### config.mk
export PLATFORM = sky130hd
export DESIGN_NAME = fetch_response_literal_parser_flat
export DESIGN_NICKNAME = d
export VERILOG_FILES = /design/src/rtl/core/flp_pkg.sv /design/src/rtl/core/flp_if.sv /design/src/rtl/core/flp_step.sv /design/src/rtl/core/fetch_response_literal_parser.sv /design/src/flat_wrapper.sv
export SDC_FILE = /design/constraint.sdc
export NUM_CORES = 1
export LEC_CHECK = 0
export BUFFER_PORTS_ARGS = -buffer_cell sky130_fd_sc_hd__buf_2
export CORE_MARGIN = 5
export CORE_UTILIZATION = 64
export DETAILED_ROUTE_END_ITERATION = 10
export PLACE_DENSITY = 0.91
export SYNTH_ARGS = -nofsm -noshare
export SYNTH_HDL_FRONTEND = slang
export SYNTH_SLANG_ARGS = --single-unit
export TNS_END_PERCENT = 5
### constraint.sdc
create_clock -name clk -period 4.4 [get_ports clk]
set_clock_uncertainty 0.2 [all_clocks]
set_input_delay 0.66 -clock clk [delete_from_list [all_inputs] [get_ports clk]]
set_output_delay 0.66 -clock clk [all_outputs]
set_load 0.05 [all_outputs]
### src/rtl/core/flp_pkg.sv
// Package for the fetch response literal parser: parser states, status codes,
// protocol characters and the default length-counter width. No dependencies.
package flp_pkg;

  localparam int unsigned LEN_BITS_DEF = 32;

  typedef enum logic [3:0] {
    ST_LINE    = 4'd0,
    ST_SPACE1  = 4'd1,
    ST_TOKEN   = 4'd2,
    ST_BRACE   = 4'd3,
    ST_DIGITS  = 4'd4,
    ST_HDR_CR  = 4'd5,
    ST_HDR_LF  = 4'd6,
    ST_DATA    = 4'd7,
    ST_TAIL_CR = 4'd8,
    ST_TAIL_LF = 4'd9,
    ST_SKIP    = 4'd10,
    ST_SKIP_LF = 4'd11,
    ST_END_CR  = 4'd12,
    ST_END_LF  = 4'd13
  } parse_state_t;

  typedef enum logic [3:0] {
    STS_PROGRESS    = 4'd0,
    STS_PAYLOAD     = 4'd1,
    STS_DONE        = 4'd2,
    STS_ERR_HDR_CR  = 4'd3,
    STS_ERR_HDR_LF  = 4'd4,
    STS_ERR_TAIL_CR = 4'd5,
    STS_ERR_TAIL_LF = 4'd6,
    STS_ERR_SKIP_LF = 4'd7,
    STS_ERR_END_CR  = 4'd8,
    STS_ERR_END_LF  = 4'd9
  } status_t;

  localparam logic [7:0] CH_NUL   = 8'h00;
  localparam logic [7:0] CH_STAR  = 8'h2A;
  localparam logic [7:0] CH_SPACE = 8'h20;
  localparam logic [7:0] CH_LBRACE = 8'h7B;
  localparam logic [7:0] CH_RBRACE = 8'h7D;
  localparam logic [7:0] CH_CR    = 8'h0D;
  localparam logic [7:0] CH_LF    = 8'h0A;
  localparam logic [7:0] CH_AT    = 8'h40;
  localparam logic [7:0] CH_ZERO  = 8'h30;
  localparam logic [7:0] CH_NINE  = 8'h39;

endpackage

### src/rtl/core/flp_if.sv
// Valid/ready channel interfaces for the parser: input byte words and result words.
// Depends on nothing.
interface flp_byte_if;
  logic       valid;
  logic       ready;
  logic [7:0] byte_in;

  modport source (output valid, output byte_in, input ready);
  modport sink (input valid, input byte_in, output ready);
endinterface

interface flp_result_if;
  logic       valid;
  logic       ready;
  logic [3:0] status;
  logic [7:0] payload;

  modport source (output valid, output status, output payload, input ready);
  modport sink (input valid, input status, input payload, output ready);
endinterface

### src/rtl/core/flp_step.sv
// Next-state logic of the parser for one byte: state transitions, length
// accumulation with saturation, payload count-down. Depends on flp_pkg.
module flp_step #(
  parameter int unsigned LEN_BITS = flp_pkg::LEN_BITS_DEF
) (
  input  flp_pkg::parse_state_t state,
  input  logic [LEN_BITS-1:0]   count,
  input  logic                  stopped,
  input  logic [7:0]            byte_in,
  output flp_pkg::parse_state_t state_next,
  output logic [LEN_BITS-1:0]   count_next,
  output logic                  stopped_next,
  output flp_pkg::status_t      status,
  output logic [7:0]            payload
);

  localparam int unsigned W = LEN_BITS + 4;

  logic                  is_digit;
  logic [W-1:0]          times10;
  logic [LEN_BITS-1:0]   acc_sat;
  flp_pkg::parse_state_t skip_state;

  assign is_digit = (byte_in >= flp_pkg::CH_ZERO) && (byte_in <= flp_pkg::CH_NINE);
  assign times10  = (W'(count) << 3) + (W'(count) << 1)
                  + W'(4'(byte_in - flp_pkg::CH_ZERO));
  assign acc_sat  = (times10[W-1:LEN_BITS] != '0) ? '1 : times10[LEN_BITS-1:0];

  always_comb begin
    if (byte_in == flp_pkg::CH_CR) begin
      skip_state = flp_pkg::ST_SKIP_LF;
    end else if (byte_in == flp_pkg::CH_AT) begin
      skip_state = flp_pkg::ST_END_CR;
    end else begin
      skip_state = flp_pkg::ST_SKIP;
    end
  end

  always_comb begin
    state_next   = state;
    count_next   = count;
    stopped_next = stopped;
    status       = flp_pkg::STS_PROGRESS;
    payload      = '0;
    if (state == flp_pkg::ST_DATA) begin
      status  = flp_pkg::STS_PAYLOAD;
      payload = byte_in;
      if (count != '0) begin
        count_next = count - LEN_BITS'(1);
      end
      if (count <= LEN_BITS'(1)) begin
        state_next = flp_pkg::ST_TAIL_CR;
      end
    end else if (byte_in != flp_pkg::CH_NUL) begin
      case (state)
        flp_pkg::ST_SPACE1: begin
          state_next = (byte_in == flp_pkg::CH_SPACE) ? flp_pkg::ST_TOKEN : skip_state;
        end
        flp_pkg::ST_TOKEN: begin
          if (byte_in == flp_pkg::CH_SPACE) begin
            state_next = flp_pkg::ST_BRACE;
          end
        end
        flp_pkg::ST_BRACE: begin
          if (byte_in == flp_pkg::CH_LBRACE) begin
            count_next   = '0;
            stopped_next = 1'b0;
            state_next   = flp_pkg::ST_DIGITS;
          end else begin
            state_next = skip_state;
          end
        end
        flp_pkg::ST_DIGITS: begin
          if (byte_in == flp_pkg::CH_RBRACE) begin
            state_next = flp_pkg::ST_HDR_CR;
          end else if (!stopped && is_digit) begin
            count_next = acc_sat;
          end else begin
            stopped_next = 1'b1;
          end
        end
        flp_pkg::ST_HDR_CR: begin
          if (byte_in == flp_pkg::CH_CR) begin
            state_next = flp_pkg::ST_HDR_LF;
          end else begin
            status = flp_pkg::STS_ERR_HDR_CR;
          end
        end
        flp_pkg::ST_HDR_LF: begin
          if (byte_in == flp_pkg::CH_LF) begin
            stopped_next = 1'b0;
            state_next   = (count != '0) ? flp_pkg::ST_DATA : flp_pkg::ST_TAIL_CR;
          end else begin
            status = flp_pkg::STS_ERR_HDR_LF;
          end
        end
        flp_pkg::ST_TAIL_CR: begin
          if (byte_in == flp_pkg::CH_CR) begin
            state_next = flp_pkg::ST_TAIL_LF;
          end else begin
            status = flp_pkg::STS_ERR_TAIL_CR;
          end
        end
        flp_pkg::ST_TAIL_LF: begin
          if (byte_in == flp_pkg::CH_LF) begin
            state_next = flp_pkg::ST_LINE;
          end else begin
            status = flp_pkg::STS_ERR_TAIL_LF;
          end
        end
        flp_pkg::ST_SKIP: begin
          state_next = skip_state;
        end
        flp_pkg::ST_SKIP_LF: begin
          if (byte_in == flp_pkg::CH_LF) begin
            state_next = flp_pkg::ST_LINE;
          end else begin
            status = flp_pkg::STS_ERR_SKIP_LF;
          end
        end
        flp_pkg::ST_END_CR: begin
          if (byte_in == flp_pkg::CH_CR) begin
            state_next = flp_pkg::ST_END_LF;
          end else begin
            status = flp_pkg::STS_ERR_END_CR;
          end
        end
        flp_pkg::ST_END_LF: begin
          if (byte_in == flp_pkg::CH_LF) begin
            state_next = flp_pkg::ST_LINE;
            status     = flp_pkg::STS_DONE;
          end else begin
            status = flp_pkg::STS_ERR_END_LF;
          end
        end
        default: begin
          // line start, and any code outside the state list
          state_next = (byte_in == flp_pkg::CH_STAR) ? flp_pkg::ST_SPACE1 : skip_state;
        end
      endcase
      // Leaving for line start (done, error, end of line) drops the length
      if (state_next == flp_pkg::ST_LINE || status != flp_pkg::STS_PROGRESS) begin
        state_next   = flp_pkg::ST_LINE;
        count_next   = '0;
        stopped_next = 1'b0;
      end
    end
  end

endmodule

### src/rtl/core/fetch_response_literal_parser.sv
// Top level of the fetch response literal parser: input register, parse state,
// result register. Depends on flp_pkg, flp_if.sv and flp_step.
//
//   channel    dir  word      fields
//   byte_ch    in   1 byte    byte_in[7:0]
//   result_ch  out  1 result  status[3:0], payload[7:0]
//
// One result word per byte word; one byte per cycle sustained while result_ch
// is ready. A byte is registered at acceptance and parsed against the parse
// state; its result is registered together with the state update, as the byte
// leaves the input register. rst clears valid flags and the parse state (line
// start, zero length). A stalled result holds the result register; the input
// register and then byte_ch.ready back up behind it.
module fetch_response_literal_parser #(
  parameter int unsigned LEN_BITS = flp_pkg::LEN_BITS_DEF
) (
  input  logic               clk,
  input  logic               rst,
  flp_byte_if.sink           byte_ch,
  flp_result_if.source       result_ch
);

  // Input register
  logic       in_valid;
  logic [7:0] in_byte;

  // Parse state
  flp_pkg::parse_state_t state;
  flp_pkg::parse_state_t state_next;
  logic [LEN_BITS-1:0]   count;
  logic [LEN_BITS-1:0]   count_next;
  logic                  stopped;
  logic                  stopped_next;

  // Result register
  logic             res_valid;
  flp_pkg::status_t res_status;
  logic [7:0]       res_payload;
  flp_pkg::status_t step_status;
  logic [7:0]       step_payload;

  logic advance;

  // Advance the input word when the result register is free or draining
  assign advance       = in_valid && (!res_valid || result_ch.ready);
  assign byte_ch.ready = !in_valid || advance;

  always_ff @(posedge clk) begin
    if (rst) begin
      in_valid <= 1'b0;
    end else if (byte_ch.ready) begin
      in_valid <= byte_ch.valid;
    end
  end

  always_ff @(posedge clk) begin
    if (byte_ch.valid && byte_ch.ready) begin
      in_byte <= byte_ch.byte_in;
    end
  end

  flp_step #(
    .LEN_BITS (LEN_BITS)
  ) u_step (
    .state        (state),
    .count        (count),
    .stopped      (stopped),
    .byte_in      (in_byte),
    .state_next   (state_next),
    .count_next   (count_next),
    .stopped_next (stopped_next),
    .status       (step_status),
    .payload      (step_payload)
  );

  // Update parse state only as a word moves into the result register
  always_ff @(posedge clk) begin
    if (rst) begin
      state   <= flp_pkg::ST_LINE;
      count   <= '0;
      stopped <= 1'b0;
    end else if (advance) begin
      state   <= state_next;
      count   <= count_next;
      stopped <= stopped_next;
    end
  end

  always_ff @(posedge clk) begin
    if (rst) begin
      res_valid <= 1'b0;
    end else if (advance) begin
      res_valid <= 1'b1;
    end else if (result_ch.ready) begin
      res_valid <= 1'b0;
    end
  end

  always_ff @(posedge clk) begin
    if (advance) begin
      res_status  <= step_status;
      res_payload <= step_payload;
    end
  end

  assign result_ch.valid   = res_valid;
  assign result_ch.status  = res_status;
  assign result_ch.payload = res_payload;

endmodule
### src/flat_wrapper.sv
// flat-port wrapper written by rule: the top's interface ports become plain ports
module fetch_response_literal_parser_flat 
#(
  parameter int unsigned LEN_BITS = flp_pkg::LEN_BITS_DEF
)
  (clk, rst, byte_ch_valid, byte_ch_byte_in, byte_ch_ready, result_ch_valid, result_ch_status, result_ch_payload, result_ch_ready);
  flp_byte_if byte_ch_i ();
  flp_result_if result_ch_i ();
  input  logic clk;
  input  logic rst;
  input wire logic [$bits(byte_ch_i.valid)-1:0] byte_ch_valid;
  input wire logic [$bits(byte_ch_i.byte_in)-1:0] byte_ch_byte_in;
  output wire logic [$bits(byte_ch_i.ready)-1:0] byte_ch_ready;
  output wire logic [$bits(result_ch_i.valid)-1:0] result_ch_valid;
  output wire logic [$bits(result_ch_i.status)-1:0] result_ch_status;
  output wire logic [$bits(result_ch_i.payload)-1:0] result_ch_payload;
  input wire logic [$bits(result_ch_i.ready)-1:0] result_ch_ready;
  assign byte_ch_i.valid = byte_ch_valid;
  assign byte_ch_i.byte_in = byte_ch_byte_in;
  assign byte_ch_ready = byte_ch_i.ready;
  assign result_ch_valid = result_ch_i.valid;
  assign result_ch_status = result_ch_i.status;
  assign result_ch_payload = result_ch_i.payload;
  assign result_ch_i.ready = result_ch_ready;
  fetch_response_literal_parser #(.LEN_BITS(LEN_BITS)) u_core (.clk(clk), .rst(rst), .byte_ch(byte_ch_i), .result_ch(result_ch_i));
endmodule
# After elaboration in Yosys (flattened, before gate mapping)
# Cells that the tools add are included.
# Widths: inputs -> output; s select.
op_classes:
  bitwise_logic: 2
  eq_ne: 29
  n_mux: 48
  order_cmp: 3
  reduce_logical: 24
  n_addsub: 4
op_table:
  columns: ["operator", "count"]
  rows:
  - ["$mux 32", 8]
  - ["$mux 4", 22]
  - ["$pmux 32 s2", 1]
  - ["$pmux 4 s10", 1]
  - ["$add 35x33->36", 1]
  - ["$add 36x4->36", 1]
  - ["$le 32x1->1 const B", 1]
  - ["$reduce_bool 32->1", 1]
  - ["$sub 32x1->32 const B", 1]
  - ["$pmux 4 s7", 1]
  - ["$eq 4x4->1 const B", 6]
  - ["$eq 8x7->1 const B", 3]
  - ["$eq 4x3->1 const B", 4]
  - ["$eq 8x4->1 const B", 2]
  - ["$eq 8x6->1 const B", 2]
  - ["$reduce_bool 4->1", 4]
  - ["$mux 3", 5]
  - ["$ne 3x3->1 const B", 4]
  - ["$ne 4x4->1 const B", 3]
  - ["$eq 4x2->1 const B", 2]
  - ["$ge 8x6->1 const B", 1]
  - ["$le 8x6->1 const B", 1]
  - ["$mux 1", 8]
  - ["$reduce_and 8->1", 1]
  - ["16 further kinds", 26]
word_totals:
  reg_bits: 59
  input_bits: 12

# Longest topological paths before layout
# Gate-level depths: netlist (run 1).
logic_depth:
  depth_word: 12
  depth_mapped: 14
  depth_no_buf: 13

# By module
# A second synthesis (run 1) with hierarchy kept.
unflattened:
  hier_cells: 929
  hier_area_um2: 7108.1
modules_own_cells:
  columns: ["mod", "cells_each", "seq_area_each_um2", "n_inst", "area_per_inst_um2"]
  rows:
  - ["flp_step", 739, 0.0, 1, 4750.8]
  - ["fetch_response_literal_parser", 190, 1381.3, 1, 2357.3]

# Worst setup path before layout (run 1)
# OpenSTA, ideal clock, no wires.
synth_timing:
  path_type: "register -> register"
  start: "reg u_core.in_byte[3]"
  end: "reg u_core.count[29]"
  slack_ps: 819
  stages_incl_launch_ff: 13
  path_buffers: 1
  t_arrival_ps: 3294
  setup_time_ps: 87
  path_cell_list: "edfxtp_1 -> fa_1 -> ha_1 -> a211oi_1 -> o21ai_0 -> a41oi_1 -> a21oi_1 -> o2111a_1 -> o41a_1 -> nand4_1 -> clkbuf_1 -> o221ai_1 -> o31ai_1"
synth_via:
  elab_chain_cells: 12
  elab_cells_between_ends: 56
synth_rtl:
  columns: ["item", "line", "text"]
  rows:
  - ["from (decl)", "fetch_response_literal_parser.sv:25", "logic [7:0] in_byte;"]
  - ["from (signal assigned)", "fetch_response_literal_parser.sv:58", "in_byte <= byte_ch.byte_in;"]
  - ["branches (longest 12 deep; another with $add 36x4->36)", null, null]
  - ["to (signal assigned)", "fetch_response_literal_parser.sv:84", "count <= count_next;"]
  - ["to (decl)", "fetch_response_literal_parser.sv:30", "logic [LEN_BITS-1:0] count;"]
# Parallel ways; which one is timed is not known. The select of a mux whose other input is x is not followed.
# A chain may end at the register's enable or synchronous reset.

# Worst setup path in the final report (run 1)
layout_timing:
  start: "reg u_core.count[2]"
  end: "reg u_core.count[17]"
layout_via:
  elab_chain_cells: 11
  elab_cells_between_ends: 26
layout_rtl:
  columns: ["item"]
  rows:
  - ["branches (longest 11 deep; another with $add 35x33->36)"]
# Parallel ways; which one is timed is not known. The select of a mux whose other input is x is not followed.

==> results.md, run 1 <==
Power and ir drop:
- The switching share of power is 31.80%.
- Sequential cells account for 48.7% of the total power.
- Internal power comes to 838.6 µW.
- Of the total power, combinational logic draws 12.4%.
- Overall power consumption after layout is estimated at 1230 µW.
- Power spread over the standard cell area amounts to 187.3 nW/µm².
- In this run, the clock network consumes 38.9% of the power.
- The worst voltage drop across the vdd grid is 0.1629 mV.
- The leakage power summed over all cells is 0.002758 µW.
- The analysis attributes to net switching a power of 391.0 µW.

Synth:
- The flip-flop and latch count after synthesis is 59.
- The number of synthesized flops with an enable pin is 20.
- The share of the synthesized area in the top cell type is 13.15%.
- In the synthesized netlist the dominant register cell turns out to be dfxtp_1.
- The average instance in the mapped netlist occupies 7.949 µm².
- The number of cells produced by synthesis is 778.
- The area of the mapped netlist is 6185 µm².
- Sequential cells were found to cover 22.33% of the synthesized design area.
- In the post-synthesis netlist, the biggest area contributors are ha_1 (13%), dfxtp_1 (13%), edfxtp_1 (9.7%).
- After synthesis, the share of flip-flops with an asynchronous set or reset is 0%.
- The cell taking the most area after synthesis is ha_1.
- The number of distinct library cells after synthesis is 85.
- The post-synth net total is 857.
- The Yosys step of the flow raised 0 warnings.

Floorplanning:
- In this run the core area contains 35 standard-cell rows.
- In this run the horizontal extent of the chip is 108.3 µm.
- 26 I/O pins were placed.
- The initial core utilization is 66.30%.
- The core region is 9328 µm².
- The floorplan die height is 108.3 µm.
- The die covers 11730 µm².

Cells and area:
- Fill cells in the final layout number 749.
- The multi-input combinational cells in the finished layout cover a total of 4543 µm².
- The synthesis-to-finish area growth is 6.150%.
- In the final design database the tool counted 862 nets.
- In the layout the commonest cells are nor2_1 (95), a21oi_1 (81), ha_1 (65), nand2_1 (52), dfxtp_1 (39).
- After routing the design area is 6565 µm².
- The post-route netlist has 10.66% of its cells at a drive strength greater than 1.
- The library cell used most frequently in the layout, excluding fill and tap cells, is nor2_1.
- In the final layout, flip-flops and latches occupy 1381 µm².
- The repair_antennas step left the layout with diodes totalling 0.

Worst setup path:
- The startpoint of the worst-slack reg-to-reg timing path is u_core.count[2].
- The beginning of the critical path is u_core.count[2].
- The worst setup path is captured at a register.
- The critical path class is reg2reg.
- For the worst setup path, the data arrival time is 4110 ps.
- The data required time at the worst endpoint is 4400 ps.
- The largest driver fanout on the critical path is 32.
- The worst setup path is launched from a register.

Route:
- The detailed-route DRC error count is 0.
- The detailed router placed 6469 vias in this run.
- The remaining antenna violation count after routing is 0.
- The vias per cell is 7.055.
- The total length of routed wires is 17610 µm.
- The detailed router finished its first iteration with 729 violations.
- The detailed-router iteration count before antenna repair is 5.
- The average wire per cell in the routed design is 19.21 µm.

Worst hold path:
- The beginning of the worst hold path is byte_ch_byte_in[7].
- The worst hold-check path type is in2reg.

STA:
- The number of hold-slack violations in the final timing report is 0.
- Derived from the worst setup path, the maximum achievable clock frequency is 243.6 MHz.
- Setup total negative slack on the finished layout was measured at 0 ps.
- The max-slew violation total from the final report is 0.
- The ratio of final minimum period to clock period is 93.28%.
- The transition time at the pin with the least slew margin is 839.7 ps.
- In this run the tightest slew margin relative to its limit is 43.94%.
- The number of setup violations in the final report is 0.
- Counting I/O delays and the setup requirement, the final critical path takes 4104 ps.
- Setup repair after global routing left no endpoint under its margin.

CTS:
- The clock tree root buffer cell is clkbuf_8.
- The latest clock arrival within the worst-skew pair is 360 ps.
- Post-CTS timing repair inserted 0 buffers for setup.
- The quantity of hold-fixing buffers added after cts is 0.
- TritonCTS built the clock tree.
- The number of clock buffers added by TritonCTS is 9.
- The number of gates given a new drive strength after cts is 0.
- The clock-pin transition on the worst setup and hold timing paths is 90 ps.
- Counting along the longest clock path gives a buffer depth of 2.
- The count of H-tree levels built during CTS is 3.
- Counting every sink on the clock net gives 59.

Job:
- The max-cap check violation count is 0.

Status:
- The flow ran to the end, and the final reports show no timing, DRC or antenna violations.

Global route:
- Global routing consumed, over all layers together, 30.32% of the routing resources.
- Entering global routing, the biggest net connects 42 pins.
- The overflow left after global routing is 0.
- The number of global-route vias before repair is 6202.
- The initial antenna violation count is 0.
- The first global-routing pass estimated 28950 µm of wire.

Place:
- The placed wire-length estimate after detailed placement is 13000 µm.
- The final weighted congestion in routability-driven placement is 0.9441.
- The total cell area at the placement stage is 6381 µm².
- The count of buffers from port buffering is 25.
-- cells by family after synthesis --
group                    share of synthesized area, %
AND/OR/NAND/NOR                                 24.18
flip-flops                                      22.33
buffers and inverters                           4.269
XOR/XNOR                                        3.682
adder cells (fa/ha/maj)                         13.80
multiplexers                                   0.6676
AO/OA/AOI/OAI                                   31.07
-- cell usage after synthesis, types with 14 or more instances --
| cell type | instances |
|---|---|
| o21ai_0 | 32 |
| a21oi_1 | 81 |
| nand2_1 | 52 |
| ha_1 | 65 |
| dfxtp_1 | 39 |
| o22ai_1 | 27 |
| nand3_1 | 19 |
| edfxtp_1 | 20 |
| and2_1 | 16 |
| inv_1 | 14 |
| nor2_1 | 95 |
| o31a_1 | 24 |
| a31oi_1 | 14 |
| clkbuf_1 | 26 |
| nor3_1 | 20 |
-- power groups by stage --
stage          sequential, µW  combinational, µW  clock [µW]
6_report                  598                153         478
5_1_grt                   601                165         501
2_1_floorplan             614                109           0
3_5_place_dp              610                148           0
4_1_cts                   598                149         480
3_3_place_gp              609                144           0
-- per-layer routing --
layer  GRT usage, %  up-vias  wire, µm
met4          10.82        0       485
li1               -     2993         -
met5              0        -         0
met1          38.98     3004      7307
met3          6.269       71      1492
met2          50.44      401      8325
-- state kept, by name (all words and copies together), names as in the netlist --
name	cells
u_core.result_ch.status	4
u_core.result_ch.valid	1
u_core.state	4
u_core.stopped	1
u_core.count	32
u_core.in_valid	1
u_core.result_ch.payload	8
u_core.in_byte	8
-- through the flow --
stage          util (%)  setup slack (ps)  std cells  hold slack (ps)
2_1_floorplan         -             819.3        778            257.7
3_3_place_gp      68.41             523.9        901            274.1
3_5_place_dp      68.41             402.0        901            283.4
4_1_cts           70.38             375.2        917            258.2
5_1_grt           70.38             46.03        917            256.2
6_report          70.38             295.6        917            269.3
-- area by class of cell --
| type | instances | area share (%) |
|---|---|---|
| Multi-Input combinational cell | 660 | 69.20 |
| Clock inverter | 7 | 0.9148 |
| Sequential cell | 59 | 21.04 |
| Clock buffer | 9 | 1.887 |
| Tap cell | 129 | 2.459 |
| Inverter | 14 | 0.8005 |
| Timing Repair Buffer | 39 | 3.697 |
-- worst paths after layout --
check                                    endpoint  slack [ps]  cells past startpoint
worst min register to register     u_core.stopped         310                      2
worst max-delay path             u_core.count[17]         300                     12
worst min-delay path            u_core.in_byte[7]         270                      1
worst max register to register   u_core.count[17]         300                     12
-- worst max-delay path: stages (launching register included) --
cell,delay (ps)
dfxtp_1,520
fa_1,510
ha_1,340
a211oi_1,340
o21ai_0,210
a41oi_1,360
a21oi_1,190
o2111a_1,300
o21ai_0,190
nand4_1,190
buf_12,220
a2111oi_2,290
nor3_1,80
(Power assumes the default switching activity.)
==> run 2: changes to the inputs <==
--- a/config.mk
+++ b/config.mk
@@ -7,9 +7,9 @@
 export LEC_CHECK = 0
 export BUFFER_PORTS_ARGS = -buffer_cell sky130_fd_sc_hd__buf_2
 export CORE_MARGIN = 5
-export CORE_UTILIZATION = 64
+export CORE_UTILIZATION = 30
 export DETAILED_ROUTE_END_ITERATION = 10
-export PLACE_DENSITY = 0.91
+export PLACE_DENSITY = 0.55
 export SYNTH_ARGS = -nofsm -noshare
 export SYNTH_HDL_FRONTEND = slang
 export SYNTH_SLANG_ARGS = --single-unit
==> constraint.sdc (replaced) <==
create_clock -name clk -period 3.3 [get_ports clk]
set_clock_uncertainty 0.2 [all_clocks]
set_input_delay 0.495 -clock clk [delete_from_list [all_inputs] [get_ports clk]]
set_output_delay 0.495 -clock clk [all_outputs]
set_load 0.05 [all_outputs]
==> run 2 against run 1 <==
The run now ends with setup timing left; power grew 73%; core utilization is 28 points lower; fmax rose by 12%; clock power increased by 120%; final cell count rose by 35%; critical path depth rose by 4; die area grew 100%; non-clock buffer count is 180 higher; global-route usage down 14 points; largest power group is now clock; highest routed layer unchanged.
==> results.md, run 2 (synthesized netlist as in run 1, its figures left out) <==
Worst setup path:
- The element type at the critical path end is a register.
- On the worst path, the slowest cell contributes a delay of 420 ps.
- The critical path class is reg2reg.
- The data required time at the worst endpoint is 3330 ps.
- The kind of start point of the critical path is a register.
- Of all nets on the critical path, the largest fanout is 8.
- The startpoint identified for the worst register-to-register timing path is u_core.count[1].
- The critical path contains buffers and inverters numbering 4 combined.
- Data on the critical path arrives at its endpoint at 3690 ps.
- The master of the slowest instance on the critical path is dfxtp_1.
- Across all register-to-register paths, the minimum setup slack is -370 ps.
- Among cell families on the critical path, the largest total delay comes from compound AO/OA/AOI/OAI gates.
- The end of the worst register-to-register path is u_core.count[25].
- The critical path goes through ha_1 > ha_1 > inv_1 > fa_2 > nor2b_4 > o31ai_4 > a21oi_2 > o31ai_4 > o2111ai_2 > a32oi_1 > nand4_1 > buf_6 > buf_6 > clkbuf_16 > o221ai_2 > o21ai_1.
- For the worst flop-to-flop path, the logic depth is 16.

Place:
- The count of buffers from port buffering is 25.
- The setup slack after placement is -395.6 ps.
- The final weighted congestion in routability-driven placement is 0.9043.
- Summed over all nets, the half-perimeter wirelength after detailed placement is 15550 µm.
- The total cell area at the placement stage is 7988 µm².

STA:
- Based on the critical path, the design can be clocked at up to 272.7 MHz.
- The transition time at the pin with the least slew margin is 592.4 ps.
- Setup repair after global routing could not meet its margin everywhere.
- The worst path in the final design needs a cycle of 3667 ps, including I/O delays and setup.
- The max-slew violation total from the final report was 0.
- In the post-route analysis, the smallest setup slack over all paths is -366.9 ps.
- Hold timing on the final database bottoms out at a slack of 124.6 ps.
- The number of setup violations in the final report is 32.
- The number of hold-slack violations in the final timing report came to 0.
- The worst pin sits at a relative slew slack of 60.38%.
- The ratio of final minimum period to clock period is 111.1%.

Cells and area:
- More flip-flops sit in one register than any other, and that register is u_core.count.
- The ratio of cells with drive above 1 in the final layout is 31.37%.
- The number of flip-flops in the largest register is 32.
- Compared with the post-synthesis result, the final layout area differs by 38.54%.
- The number of antenna diodes in the final layout is 0.
- The core occupancy in the finished layout is 42.21%.
- For this run, the post-layout net count is 1043.
- The most common cell after layout, fill and taps aside is buf_4.
- The post-route cell area is 8568 µm².
- The library cells used most frequently in the layout, excluding fill and tap cells, are buf_4 (183), nor2_1 (79), a21oi_1 (76), ha_1 (63), nand2_1 (52).

Global route:
- The initial antenna violation count is 0.
- The first global-routing pass estimated 32830 µm of wire.
- The number of global-route vias before repair came to 6436.
- The overall fraction of global-route tracks in use is 16.66%.
- The overflow left after global routing is 0.
- Entering global routing, the biggest net connects 37 pins.

CTS:
- The clock-pin transition on the worst setup and hold timing paths is 60 ps.
- TritonCTS built the clock tree.
- The number of buffers between clock root and the deepest sink is 2.
- The number of clock sinks is 59.
- The quantity of hold-fixing buffers added after cts is 0.
- The H-tree was split into 3 levels.
- The latest clock arrival within the worst-skew pair is 350 ps.
- In this run, CTS created clock tree buffers numbering 9.
- In this run the clock root is driven by a clkbuf_16.

Floorplanning:
- The count of standard-cell rows is 52.
- The initial core utilization is 30.47%.
- The floorplan die height is 153.6 µm.
- The count of pins on the block boundary is 26.
- The area of the die is 23590 µm².
- The total core area is 20300 µm².
- The die is 153.6 µm wide.

Route:
- The number of violations reported at the end of detailed-routing iteration 0 is 601.
- The detailed-route DRC error count is 0.
- The first detailed-routing pass ran for 5 iterations.
- The total length of routed wires is 20130 µm.
- The number of vias after detailed routing is 6693.
- The vias per cell is 5.402.
- Dividing the detail-routed wire length by the instance count gives 16.25 µm.
- The remaining antenna violation count after routing is 0.

Worst hold path:
- The worst hold path terminates at u_core.in_byte[5].
- The worst hold-check path type is in2reg.
- Along the worst hold path, the cell count comes to 1.
- The worst hold path begins at byte_ch_byte_in[5].

Status:
- The final reports fail on setup timing.
- The flow ran to the end, but the final reports show violations.

Power and ir drop:
- IR analysis of the VDD net gives a maximum drop of 0.2362 mV.
- The ratio of total power to cell area is 248.5 nW/µm².
- In this run the static leakage power is 0.003834 µW.

Job:
- The max-cap check violation count is 0.
[run 2: changes by cell type in the layout (fill, tap and decap cells not counted), sizes merged]
cell	previous run	this run
inv	17	15
buf	39	217
nor3	24	25
clkbuf	9	13
clkinvlp	3	0
clkinv	1	2
bufinv	0	2
[run 2: through the flow]
stage | instances | power, µW | TNS [ps]
final | 1239 | 2129 | -9883
after detailed placement | 1217 | 1068 | -10400
after global placement | 1217 | 1067 | -7778
after global routing | 1239 | 2198 | -14570
after floorplan | 778 | 966.2 | -2391
after CTS | 1234 | 2127 | -6602
[run 2: layer usage]
layer | vias to the layer above | wire length [µm] | track usage (%)
met2 | 146 | 9485 | 27.78
met5 | - | 0 | 0
met4 | 0 | 172 | 2.944
met1 | 3163 | 9634 | 22.73
met3 | 19 | 839 | 3.204
li1 | 3365 | - | -
[run 2: how the worst max path moves through the flow]
stage | from | to | slack [ps] | cells after the start
floorplan | u_core.in_byte[3] | u_core.count[1] | -110 | 13
global placement | u_core.in_byte[3] | u_core.count[16] | -300 | 13
detailed placement | u_core.in_byte[3] | u_core.count[16] | -400 | 13
CTS | u_core.in_byte[3] | u_core.count[20] | -270 | 14
global route | u_core.in_byte[3] | u_core.count[25] | -510 | 15
finish | u_core.count[1] | u_core.count[25] | -370 | 16
[run 2: worst register-to-register path, stage by stage (launching register included)]
cell and delay [ps]:
dfxtp_1 420, ha_1 270, ha_1 210, inv_1 80
fa_2 240, nor2b_4 50, o31ai_4 350, a21oi_2 130
o31ai_4 390, o2111ai_2 130, a32oi_1 240, nand4_1 140
buf_6 170, buf_6 110, clkbuf_16 150, o221ai_2 170
o21ai_1 80
[run 2: area by class of cell]
| type | count | area (µm²) |
|---|---|---|
| Inverter | 14 | 52.55 |
| Sequential cell | 59 | 1384 |
| Multi-Input combinational cell | 661 | 4781 |
| Fill cell | 2088 | 11730 |
| Timing Repair Buffer | 219 | 1694 |
| Clock buffer | 11 | 242.7 |
| Tap cell | 270 | 337.8 |
| Clock inverter | 5 | 76.32 |
[run 2: where the power goes]
part | switching, µW | total [µW] | internal [µW]
clock network | 374 | 1050 | 680
registers | 13.3 | 781 | 768
logic | 173 | 293 | 121
[run 2: repair_timing]
item | 4_1_cts | 5_1_grt
buffers inserted | 0 | 3
gates cloned | 1 | 2
resized for setup | 4 | 35
endpoints found under the hold margin | 0 | 0
endpoints found under the setup margin | 32 | 32
pin swaps | 3 | 16
